--- src/dca_pkg.sv ---
// ----------------------------------------------------------------------------
// dca_pkg
// Shared sizes, codes and types of the DLCI context allocator.
// ----------------------------------------------------------------------------
package dca_pkg;

    // Pool and map sizes
    localparam int NUM_CONTEXTS = 32;
    localparam int DLCI_SPACE   = 1024;
    localparam int DLCI_MAX     = 1023;

    // Field widths
    localparam int DLCI_W = 16;
    localparam int CTX_W  = 7;
    localparam int MAP_AW = (DLCI_SPACE > 1) ? $clog2(DLCI_SPACE) : 1;
    localparam int CNT_W  = $clog2(NUM_CONTEXTS + 1);

    // Result codes
    typedef enum logic [1:0] {
        ST_EXISTING = 2'd0,
        ST_NEW      = 2'd1,
        ST_FULL     = 2'd2,
        ST_RANGE    = 2'd3
    } t_status;

    // One map entry: valid flag over the context index
    typedef struct packed {
        logic             valid;
        logic [CTX_W-1:0] idx;
    } t_map_entry;

    // Map write request
    typedef struct packed {
        logic              en;
        logic [MAP_AW-1:0] addr;
        t_map_entry        data;
    } t_map_wr;

    // Context pool status
    typedef struct packed {
        logic             full;
        logic [CTX_W-1:0] free_idx;
    } t_pool;

endpackage

--- src/dca_ctx_pool.sv ---
// ----------------------------------------------------------------------------
// dca_ctx_pool
// Context busy tracking. Contexts are claimed lowest first and freed only
// by reset, so the busy set is always a prefix and a fill count holds it.
// ----------------------------------------------------------------------------
module dca_ctx_pool
    import dca_pkg::*;
(
    input  logic  i_clk,
    input  logic  i_rst_n,
    input  logic  i_claim,
    output t_pool o_pool
);

    logic [CNT_W-1:0] r_cnt;
    logic [CNT_W-1:0] n_cnt;
    logic             full;

    assign full = (r_cnt == CNT_W'(NUM_CONTEXTS));

    // Advance the fill count on each claim while the pool is not full
    always_comb begin
        n_cnt = r_cnt;
        if (i_claim && !full) begin
            n_cnt = r_cnt + CNT_W'(1);
        end
    end

    always_ff @(posedge i_clk) begin
        if (!i_rst_n) begin
            r_cnt <= '0;
        end else begin
            r_cnt <= n_cnt;
        end
    end

    assign o_pool.full     = full;
    assign o_pool.free_idx = CTX_W'(r_cnt);

endmodule

--- config.mk ---
export PLATFORM = sky130hd
export DESIGN_NAME = dca_ctx_pool
export DESIGN_NICKNAME = d
export VERILOG_FILES = /design/src/dca_pkg.sv /design/src/dca_ctx_pool.sv
export SDC_FILE = /design/constraint.sdc
export NUM_CORES = 1
export LEC_CHECK = 0
export ABC_AREA = 1
export BUFFER_PORTS_ARGS = -buffer_cell sky130_fd_sc_hd__buf_4
export CAP_MARGIN = 20
export CORE_AREA = 2 2 39 41
export CTS_BUF_LIST = sky130_fd_sc_hd__clkbuf_4 sky130_fd_sc_hd__clkbuf_8
export CTS_CLUSTER_DIAMETER = 80
export DETAILED_ROUTE_END_ITERATION = 6
export DIE_AREA = 0 0 41 43
export PLACE_DENSITY_LB_ADDON = 0.08
export SYNTH_ARGS = -nofsm -noshare
export SYNTH_HDL_FRONTEND = slang
export SYNTH_SLANG_ARGS = --single-unit
--- constraint.sdc ---
create_clock -name i_clk -period 1.6 [get_ports i_clk]
set_input_delay 0.24 -clock i_clk [delete_from_list [all_inputs] [get_ports i_clk]]
set_output_delay 0.24 -clock i_clk [all_outputs]
set_load 0.01 [all_outputs]
==> summary.md, run 1 <==
| Metric | Value |
|---|---|
| Status | finished, final reports clean |
| FF-to-FF setup slack | 370 ps |
| IO Pins | 11 |
| Largest regs | r_cnt (6) |
| Minimum clock period | 1485 ps |
| Drc violations | 0 |
| 1st-pass router iterations | 4 |
| RR Endpoint | r_cnt[3]$_SDFFE_PN0P_ |
| Hold path cells | 3 |
| Most common cell after layout, fill and taps aside | inv_1 |
| Clk_skew | 3.589 ps |
| Pin count of the biggest net entering global routing | 8 |
| Mapped Cells | 56 |
| Worst-Skew Late Latency | 240 ps |
| CTS tree | built |
| Clk slew on worst S/H paths | 50 ps |
| CP Launch Point | r_cnt[0]$_SDFFE_PN0P_ |
| FILL cells | 165 |
| Synthesized area per cell | 6.725 sq um |
| P&R area growth vs syn | 27.24% |
| RSZ-0062 raised after global routing | false |
| Die Y-Extent | 43 microns |
| CP required | 1360 ps |
| Row count | 14 |
| Cts hold-fix bufs | 0 |
| Root buf cell | clkbuf_4 |
| Initial antenna violation count | 0 |
| Routed WL | 826 microns |
| Post-synthesis net count | 61 |
| Crit. End Element | output pin |
| Via-per-instance ratio | 4.512 |
| Starting density of the core | 27.22% |
| Multi-input logic area | 207.7 sq um |
| Setup TNS | 0 ps |
| IO buf count | 9 |
| Final Hold Viols | 0 |
| Worst-path maximum fanout | 7 |
| Largest Register | r_cnt |
| Seq. cell area | 120.1 sq um |
| Die X-Extent | 41 microns |
| Via total after detailed routing | 370 |
| Warnings from Yosys | 0 |
| Arr. time, crit path | 1250 ps |
| Most frequent cells in the layout | inv_1, nand2_1, buf_4, nor2_1 |
| Seq cells post-synth | 6 |
| Core area | 1384 sq um |
| Clk buf depth | 2 |
| Vias in the first global route | 309 |
| DR WL/cell | 10.07 microns |
| Yosys cell types | 16 |
| Die area | 1763 sq um |
| Worst R2R Path Depth | 6 |
| Worst R2R Start | r_cnt[0]$_SDFFE_PN0P_ |
| Detailed router's first-iteration violation count | 12 |
| Pwr Density | 719.8 nW/um^2 |
| WHS Endpoint | r_cnt[5]$_SDFFE_PN0P_ |
| Tightest hold margin | 262.7 ps |
| Setup bufs post-CTS | 0 |
| Detail Placement HPWL | 618.7 microns |
| Synth Cell Area | 376.6 sq um |
| Grt total ovfl | 0 |
| Layout cells sized above 1 | 24.24% |
| Max reg flops | 6 |
| Min-delay src | i_rst_n |
| Final count of pins violating max slew | 0 |
| Gp weighted congestion | 0.6649 |
| CTS buffer count | 3 |
| Worst min path class | input pin to flip-flop |
| Startpoint Class | flip-flop |
| H-tree depth | 1 |
| Max Cap Viol | 0 |
| Sequential fraction of the synthesis area | 31.89% |
| Tcrit/Tclk final | 92.83% |
| Final Setup Violations | 0 |
| Peak supply drop | 0.3125 mV |
| GR Util All Layers | 11.84% |
| CTS Sinks | 6 |
| Final ANT Viol Nets | 0 |
| NumNets Final | 73 |
| Diode count | 0 |
| WS Path Type | flip-flop to output pin |
| F_max | 673.3 MHz |
| First-pass GRT wire length | 1.338 mm |
| Leakage power | 0.2349 nW |
[cell usage after synthesis]
cell,number,share of area (%)
inv_1,11,11
buf_4,2,4.0
a21oi_1,1,1.3
ha_1,2,6.6
nand2_1,9,9.0
dfxtp_1,6,32
nor2_1,8,8.0
nand3_2,1,2.7
nand2_4,1,3.0
xor2_1,1,2.3
a21oi_2,1,2.3
conb_1,1,1.0
nor2_2,1,1.7
nand4_1,2,3.3
o21ai_0,3,4.0
nand3_1,6,8.0
[routing by layer]
metal	part of all wire (%)	up-vias	GRT usage, %	routed length, microns
li1	-	192	-	-
met5	0	-	0	0
met3	8.5	2	6.283	70
met1	48	159	15.38	394
met2	42	17	13.44	347
met4	1.6	0	10.00	13
[stage by stage]
step	utilization, %	instance area [sq um]	setup slack [ps]	std cells	total power, mW
after detailed placement	32.46	449.2	351.1	79	0.2076
after global routing	34.63	479.2	22.05	82	0.3714
after global placement	32.46	449.2	371.0	79	0.2085
final	34.63	479.2	114.7	82	0.3449
after floorplan	-	376.6	363.1	56	0.1885
after CTS	34.09	471.7	83.00	82	0.3501
[area by class of cell]
type,instances,area share (%)
multi-input combinational,37,43.34
tap,16,4.178
clock buffer,3,4.700
inverter,11,8.616
timing repair buffer,9,14.10
sequential,6,25.07
[power breakdown]
part | switching (mW) | leakage (nW) | internal [mW]
clock network | 0.0539 | 0.0138 | 0.0848
logic | 0.0244 | 0.172 | 0.0193
registers | 0.00723 | 0.0489 | 0.155
total | 0.0855 | 0.235 | 0.259
[worst max-delay path by stage]
stage	to	slack, ps
final	o_pool[7]	110
after global routing	o_pool[7]	20
after CTS	o_pool[7]	80
after detailed placement	o_pool[7]	350
after global placement	r_cnt[3]$_SDFFE_PN0P_	370
after floorplan	o_pool[7]	360
[worst max-delay path: stages, from the launching register on]
cell and delay [ps]:
dfxtp_1 380, inv_1 80, ha_1 230, nand3_4 120, inv_1 50, buf_4 130
[cell families after synthesis]
| kind of cell | Yosys count | share of synthesized area [%] |
|---|---|---|
| AOI/OAI and AO/OA | 5 | 7.639 |
| DFF | 6 | 31.89 |
| and+or+nand+nor | 28 | 35.55 |
| other | 1 | 0.9957 |
| buffers and inverters | 13 | 14.95 |
| xor gates and xnor gates | 1 | 2.326 |
| adders and majority gates | 2 | 6.643 |
[repair_timing]
action / CTS / global route
endpoints found under the hold margin: 0 / 0
resized for setup: 0 / 1
endpoints found under the setup margin: 0 / 1
(Power assumes the default switching activity.)
==> run 2: changes to the inputs <==
HOLD_SLACK_MARGIN = 0.08   (was default)
clock period = 1.8 ns   (was 1.6 ns; I/O delays follow)
==> run 2 against run 1 <==
Compared with the run above: via count down 2.2%; largest cell class unchanged; global-route usage decreased by 0.69 points; clock skew decreased by 2.2 ps; routed wire length decreased by 2.2%; hold slack improved by 18 ps; critical path depth is the same.
==> summary.md, run 2 (synthesis gave the netlist of run 1 again) <==
| Metric | Value |
|---|---|
| Met3 Resource Use GR | 6.806% (+0.52 points) |
| Final Non-Filler Cells | 82 (unchanged) |
| RSZ-0062 raised after global routing | false |
| CTS buffer count | 3 (unchanged) |
| NumNets Final | 73 (unchanged) |
| WS Path Type | flip-flop to output pin |
| Arr. time, crit path | 1260 ps (about the same) |
| Buf+Inv Stages, Crit Path | 3 (unchanged) |
| Max Cap Viol | 0 (unchanged) |
| RR Endpoint | r_cnt[1]$_SDFFE_PN0P_ |
| Detail Placement HPWL | 624.7 microns (+0.97%) |
| Vias in the first global route | 283 (-8.4%) |
| FILL cells | 147 (-11%) |
| Peak supply drop | 0.2667 mV (-15%) |
| Setup bufs post-CTS | 0 (unchanged) |
| Final Hold Viols | 0 (unchanged) |
| P&R area growth vs syn | 25.25% |
| Root buf cell | clkbuf_4 |
| Max reg flops | 6 (unchanged) |
| Max stage delay on crit path | 390 ps (about the same) |
| F_max | 654.9 MHz |
| Die X-Extent | 41 microns (unchanged) |
| Grt total ovfl | 0 (unchanged) |
| Most frequent cells in the layout | inv_1, nand2_1, buf_4, nor2_1 |
| Multi-input logic area | 200.2 sq um (-3.6%) |
| Clk_skew | 1.380 ps (-2.209 ps) |
| Tcrit/Tclk final | 84.83% |
| Largest regs | r_cnt (6) |
| Drc violations | 0 (unchanged) |
| Worst R2R Start | r_cnt[0]$_SDFFE_PN0P_ |
| Startpoint Class | flip-flop |
| CP required | 1530 ps (+170 ps) |
| Worst-path maximum fanout | 7 (unchanged) |
| IO buf count | 9 (unchanged) |
| GR Util All Layers | 11.14% (-0.69 points) |
| Final count of pins violating max slew | 0 (unchanged) |
| Die Y-Extent | 43 microns (unchanged) |
| Cts hold-fix bufs | 0 (unchanged) |
| Clk slew on worst S/H paths | 50 ps (about the same) |
| Placed cells | 79 (unchanged) |
| Most common cell after layout, fill and taps aside | inv_1 |
| Cts repair resizes | 0 (unchanged) |
| Final Setup Violations | 0 (unchanged) |
| Via total after detailed routing | 362 (-2.2%) |
| Core area | 1384 sq um (unchanged) |
| Diode count | 0 (unchanged) |
| Initial antenna violation count | 0 (unchanged) |
| Via-per-instance ratio | 4.415 (-2.2%) |
| Critical Path, Cell by Cell | inv_1, ha_1, nand3_2, inv_1, buf_4 |
| Row count | 14 (unchanged) |
| Worst-Skew Late Latency | 240 ps (about the same) |
| Leakage power | 0.2344 nW (-0.21%) |
| Largest delay share family, worst path | flip-flops |
| Min-delay src | i_rst_n |
| Seq. cell area | 120.1 sq um (unchanged) |
| FF-to-FF setup slack | 570 ps (+200 ps) |
| Pin count of the biggest net entering global routing | 8 (unchanged) |
| Setup TNS | 0 ps (unchanged) |
| Hold path cells | 3 (unchanged) |
| Worst min path class | input pin to flip-flop |
| CP Launch Point | r_cnt[0]$_SDFFE_PN0P_ |
| Crit. End Element | output pin |
| H-tree depth | 1 (unchanged) |
| Layout cells sized above 1 | 24.24% (unchanged) |
| Met2 usage | 12.19% (-1.2 points) |
| Starting density of the core | 27.22% (unchanged) |
| IO Pins | 11 (unchanged) |
| Detailed router's first-iteration violation count | 15 (+3) |
| Slowest CP cell | dfxtp_1 |
| Clk buf depth | 2 (unchanged) |
| Status | finished, final reports clean |
| Final ANT Viol Nets | 0 (unchanged) |
| Cell mode on critical path | inv_1 |
| Gp weighted congestion | 0.6720 (+1.1%) |
| Minimum clock period | 1527 ps |
| WHS Endpoint | r_cnt[5]$_SDFFE_PN0P_ |
| Worst R2R Path Depth | 6 (unchanged) |
| Die area | 1763 sq um (unchanged) |
| DR WL/cell | 9.854 microns (-2.2%) |
| GRT busiest layer | met1 |
| CTS Sinks | 6 (unchanged) |
| Routed WL | 808 microns (-2.2%) |
| CTS tree | built |
| Met1 global-route usage | 14.15% (-1.2 points) |
| First-pass GRT wire length | 1.221 mm (-8.7%) |
| Pwr Density | 649.2 nW/um^2 (-9.8%) |
| Largest Register | r_cnt |
| 1st-pass router iterations | 4 (unchanged) |
run 2: cell type report:
cell class	instances	area share, %
timing repair buffer	9	14.32
tap	16	4.244
multi-input combinational	37	42.44
inverter	11	8.753
clock buffer	3	4.775
sequential	6	25.46
run 2: worst max-delay path by stage:
stage	slack, ps	end	depth (start not counted)
after detailed placement	540	o_pool[7]	5
after CTS	260	o_pool[7]	5
after floorplan	530	o_pool[7]	5
after global placement	550	o_pool[7]	5
final	270	o_pool[7]	5
after global routing	170	o_pool[7]	5
run 2: worst register-to-register path, stage by stage, from the launching register on:
cell and delay (ps):
dfxtp_1 390, inv_1 80, ha_1 210, nand3_2 150
nand2_4 90, o21ai_0 160, nor2_1 50
run 2: power breakdown:
group / switching, mW / internal, mW
clock network: 0.0497 / 0.0755
registers: 0.00648 / 0.138
logic: 0.0200 / 0.0165
total: 0.0761 / 0.230
run 2: stage by stage:
stage	area (sq um)	hold WS [ps]	setup WS [ps]	utilization [%]	total power, mW
2_1_floorplan	376.6	391.3	533.1	-	0.1676
3_3_place_gp	449.2	529.9	548.8	32.46	0.1851
3_5_place_dp	449.2	530.3	535.7	32.46	0.1841
4_1_cts	471.7	279.8	255.0	34.09	0.3168
5_1_grt	471.7	308.8	172.9	34.09	0.3294
6_report	471.7	280.4	273.0	34.09	0.3062
run 2: per-layer routing:
layer / routed length, microns / share of wire (%) / vias to the layer above
li1: - / - / 193
met1: 374 / 46 / 154
met2: 341 / 42 / 13
met3: 77 / 9.5 / 2
met4: 14 / 1.7 / 0
met5: 0 / 0 / -
==> run 3: changes to the inputs <==
clock period = 1.4 ns   (was 1.8 ns; I/O delays follow)
==> run 3 against run 2 <==
Compared with the run above: critical path depth decreased by 1; flip-flop and latch count unchanged; first-iteration DRC count decreased by 27%.
==> summary.md, run 3 (synthesis gave the netlist of run 1 again) <==
| Metric | Value |
|---|---|
| Max reg flops | 6 (unchanged) |
| Diode count | 0 (unchanged) |
| Pwr Density | 800.4 nW/um^2 (+23%) |
| CP required | 1190 ps (-340 ps) |
| Core area | 1384 sq um (unchanged) |
| Routed WL | 816 microns (+0.99%) |
| Worst-Skew Late Latency | 240 ps (about the same) |
| H-tree depth | 1 (unchanged) |
| First-pass GRT wire length | 1.304 mm (+6.8%) |
| Grt total ovfl | 0 (unchanged) |
| Die area | 1763 sq um (unchanged) |
| Row count | 14 (unchanged) |
| CTS tree | built |
| WS Path Type | flip-flop to output pin |
| Design Power | 395.6 uW (+29%) |
| GR Util All Layers | 11.77% (+0.63 points) |
| Arr. time, crit path | 1090 ps (-170 ps) |
| Minimum clock period | 1301 ps |
| Final ANT Viol Nets | 0 (unchanged) |
| Die Y-Extent | 43 microns (unchanged) |
| Startpoint Class | flip-flop |
| Hold path cells | 3 (unchanged) |
| Worst slack at placement | 151.5 ps (-384.2 ps) |
| Worst R2R Path Depth | 7 (+1) |
| Max Cap Viol | 0 (unchanged) |
| Final count of pins violating max slew | 0 (unchanged) |
| Design area | 494.2 sq um (+4.8%) |
| Placed cells | 79 (unchanged) |
| 1st-pass router iterations | 4 (unchanged) |
| Clk slew on worst S/H paths | 50 ps (about the same) |
| Via total after detailed routing | 357 (-1.4%) |
| Worst min path class | input pin to flip-flop |
| P&R area growth vs syn | 31.23% |
| Clk_skew | 0.4298 ps (-0.9504 ps) |
| Die X-Extent | 41 microns (unchanged) |
| DR WL/cell | 9.831 microns (-0.23%) |
| Largest Register | r_cnt |
| F_max | 768.8 MHz |
| Clk buf depth | 2 (unchanged) |
| CTS Sinks | 6 (unchanged) |
| Final Hold Viols | 0 (unchanged) |
| CTS buffer count | 3 (unchanged) |
| Most common cell after layout, fill and taps aside | inv_1 |
| Detail Placement HPWL | 613.3 microns (-1.8%) |
| IO Pins | 11 (unchanged) |
| Drc violations | 0 (unchanged) |
| Tightest hold margin | 230.8 ps (-49.66 ps) |
| Cell Area, Placed | 449.2 sq um (unchanged) |
| Detailed router's first-iteration violation count | 11 (-4) |
| Tcrit/Tclk final | 92.91% |
| Final Setup Violations | 0 (unchanged) |
| Final Non-Filler Cells | 83 (+1.2%) |
| Vias in the first global route | 324 (+14%) |
| Peak supply drop | 0.3320 mV (+24%) |
| Largest regs | r_cnt (6) |
| Final worst slack | 99.19 ps (-173.8 ps) |
| Crit. End Element | output pin |
| Via-per-instance ratio | 4.301 (-2.6%) |
| Layout cells sized above 1 | 29.85% (+5.6 points) |
| Setup TNS | 0 ps (unchanged) |
| Leakage power | 0.2387 nW (+1.9%) |
| Fin util | 35.71% (+1.6 points) |
| Status | finished, final reports clean |
| Most frequent cells in the layout | inv_1, buf_4, nand2_1, nor2_1, nand3_1 |
| FF-to-FF setup slack | 180 ps (-390 ps) |
| Starting density of the core | 27.22% (unchanged) |
| NumNets Final | 74 (+1.4%) |
| RSZ-0062 raised after global routing | false |
| Root buf cell | clkbuf_4 |
| Initial antenna violation count | 0 (unchanged) |
| IO buf count | 9 (unchanged) |
| Gp weighted congestion | 0.7052 (+4.9%) |
| Worst-path maximum fanout | 7 (unchanged) |
| Cts hold-fix bufs | 0 (unchanged) |
| Pin count of the biggest net entering global routing | 8 (unchanged) |
run 3: cell count changes in the layout (fill, tap and decap cells not counted), sizes merged:
cell  delta
buf      +1
run 3: what timing repair did:
action / in CTS / in global routing
buffers inserted: 1 / 0
setup endpoints to repair: 1 / 1
gates resized for setup: 3 / 2
run 3: final cells by class:
class | count | area, sq um
fillers | 155 | 889.6
multi-input cells | 37 | 210.2
flip-flops and latches | 6 | 125.1
repair buffers | 10 | 75.07
inverters | 11 | 41.29
clock buffers | 3 | 22.52
well taps | 16 | 20.02
run 3: report_power, final:
| group | total (mW) | internal [mW] | switching (mW) |
|---|---|---|---|
| logic | 0.0498 | 0.0228 | 0.0270 |
| clock network | 0.159 | 0.0970 | 0.0621 |
| registers | 0.187 | 0.178 | 0.00877 |
run 3: worst max-delay path, stage by stage (launching register included):
cell     delay (ps)
dfxtp_1         380
nor2_1          220
nand3_4          90
inv_1            60
buf_4           110
run 3: metal layers:
layer | wire (microns) | vias up | part of all wire [%] | track usage [%]
met5 | 0 | - | 0 | 0
met1 | 389 | 149 | 48 | 14.56
met3 | 62 | 2 | 7.6 | 3.665
met4 | 13 | 0 | 1.6 | 12.00
met2 | 351 | 13 | 43 | 14.69
li1 | - | 193 | - | -
run 3: path summary, 6_finish.rpt:
kind / startpoint / to
worst max-delay path: r_cnt[2]$_SDFFE_PN0P_ / o_pool[7]
worst min-delay path: i_rst_n / r_cnt[5]$_SDFFE_PN0P_
worst max register to register: r_cnt[2]$_SDFFE_PN0P_ / r_cnt[0]$_SDFFE_PN0P_
worst min register to register: r_cnt[1]$_SDFFE_PN0P_ / r_cnt[1]$_SDFFE_PN0P_
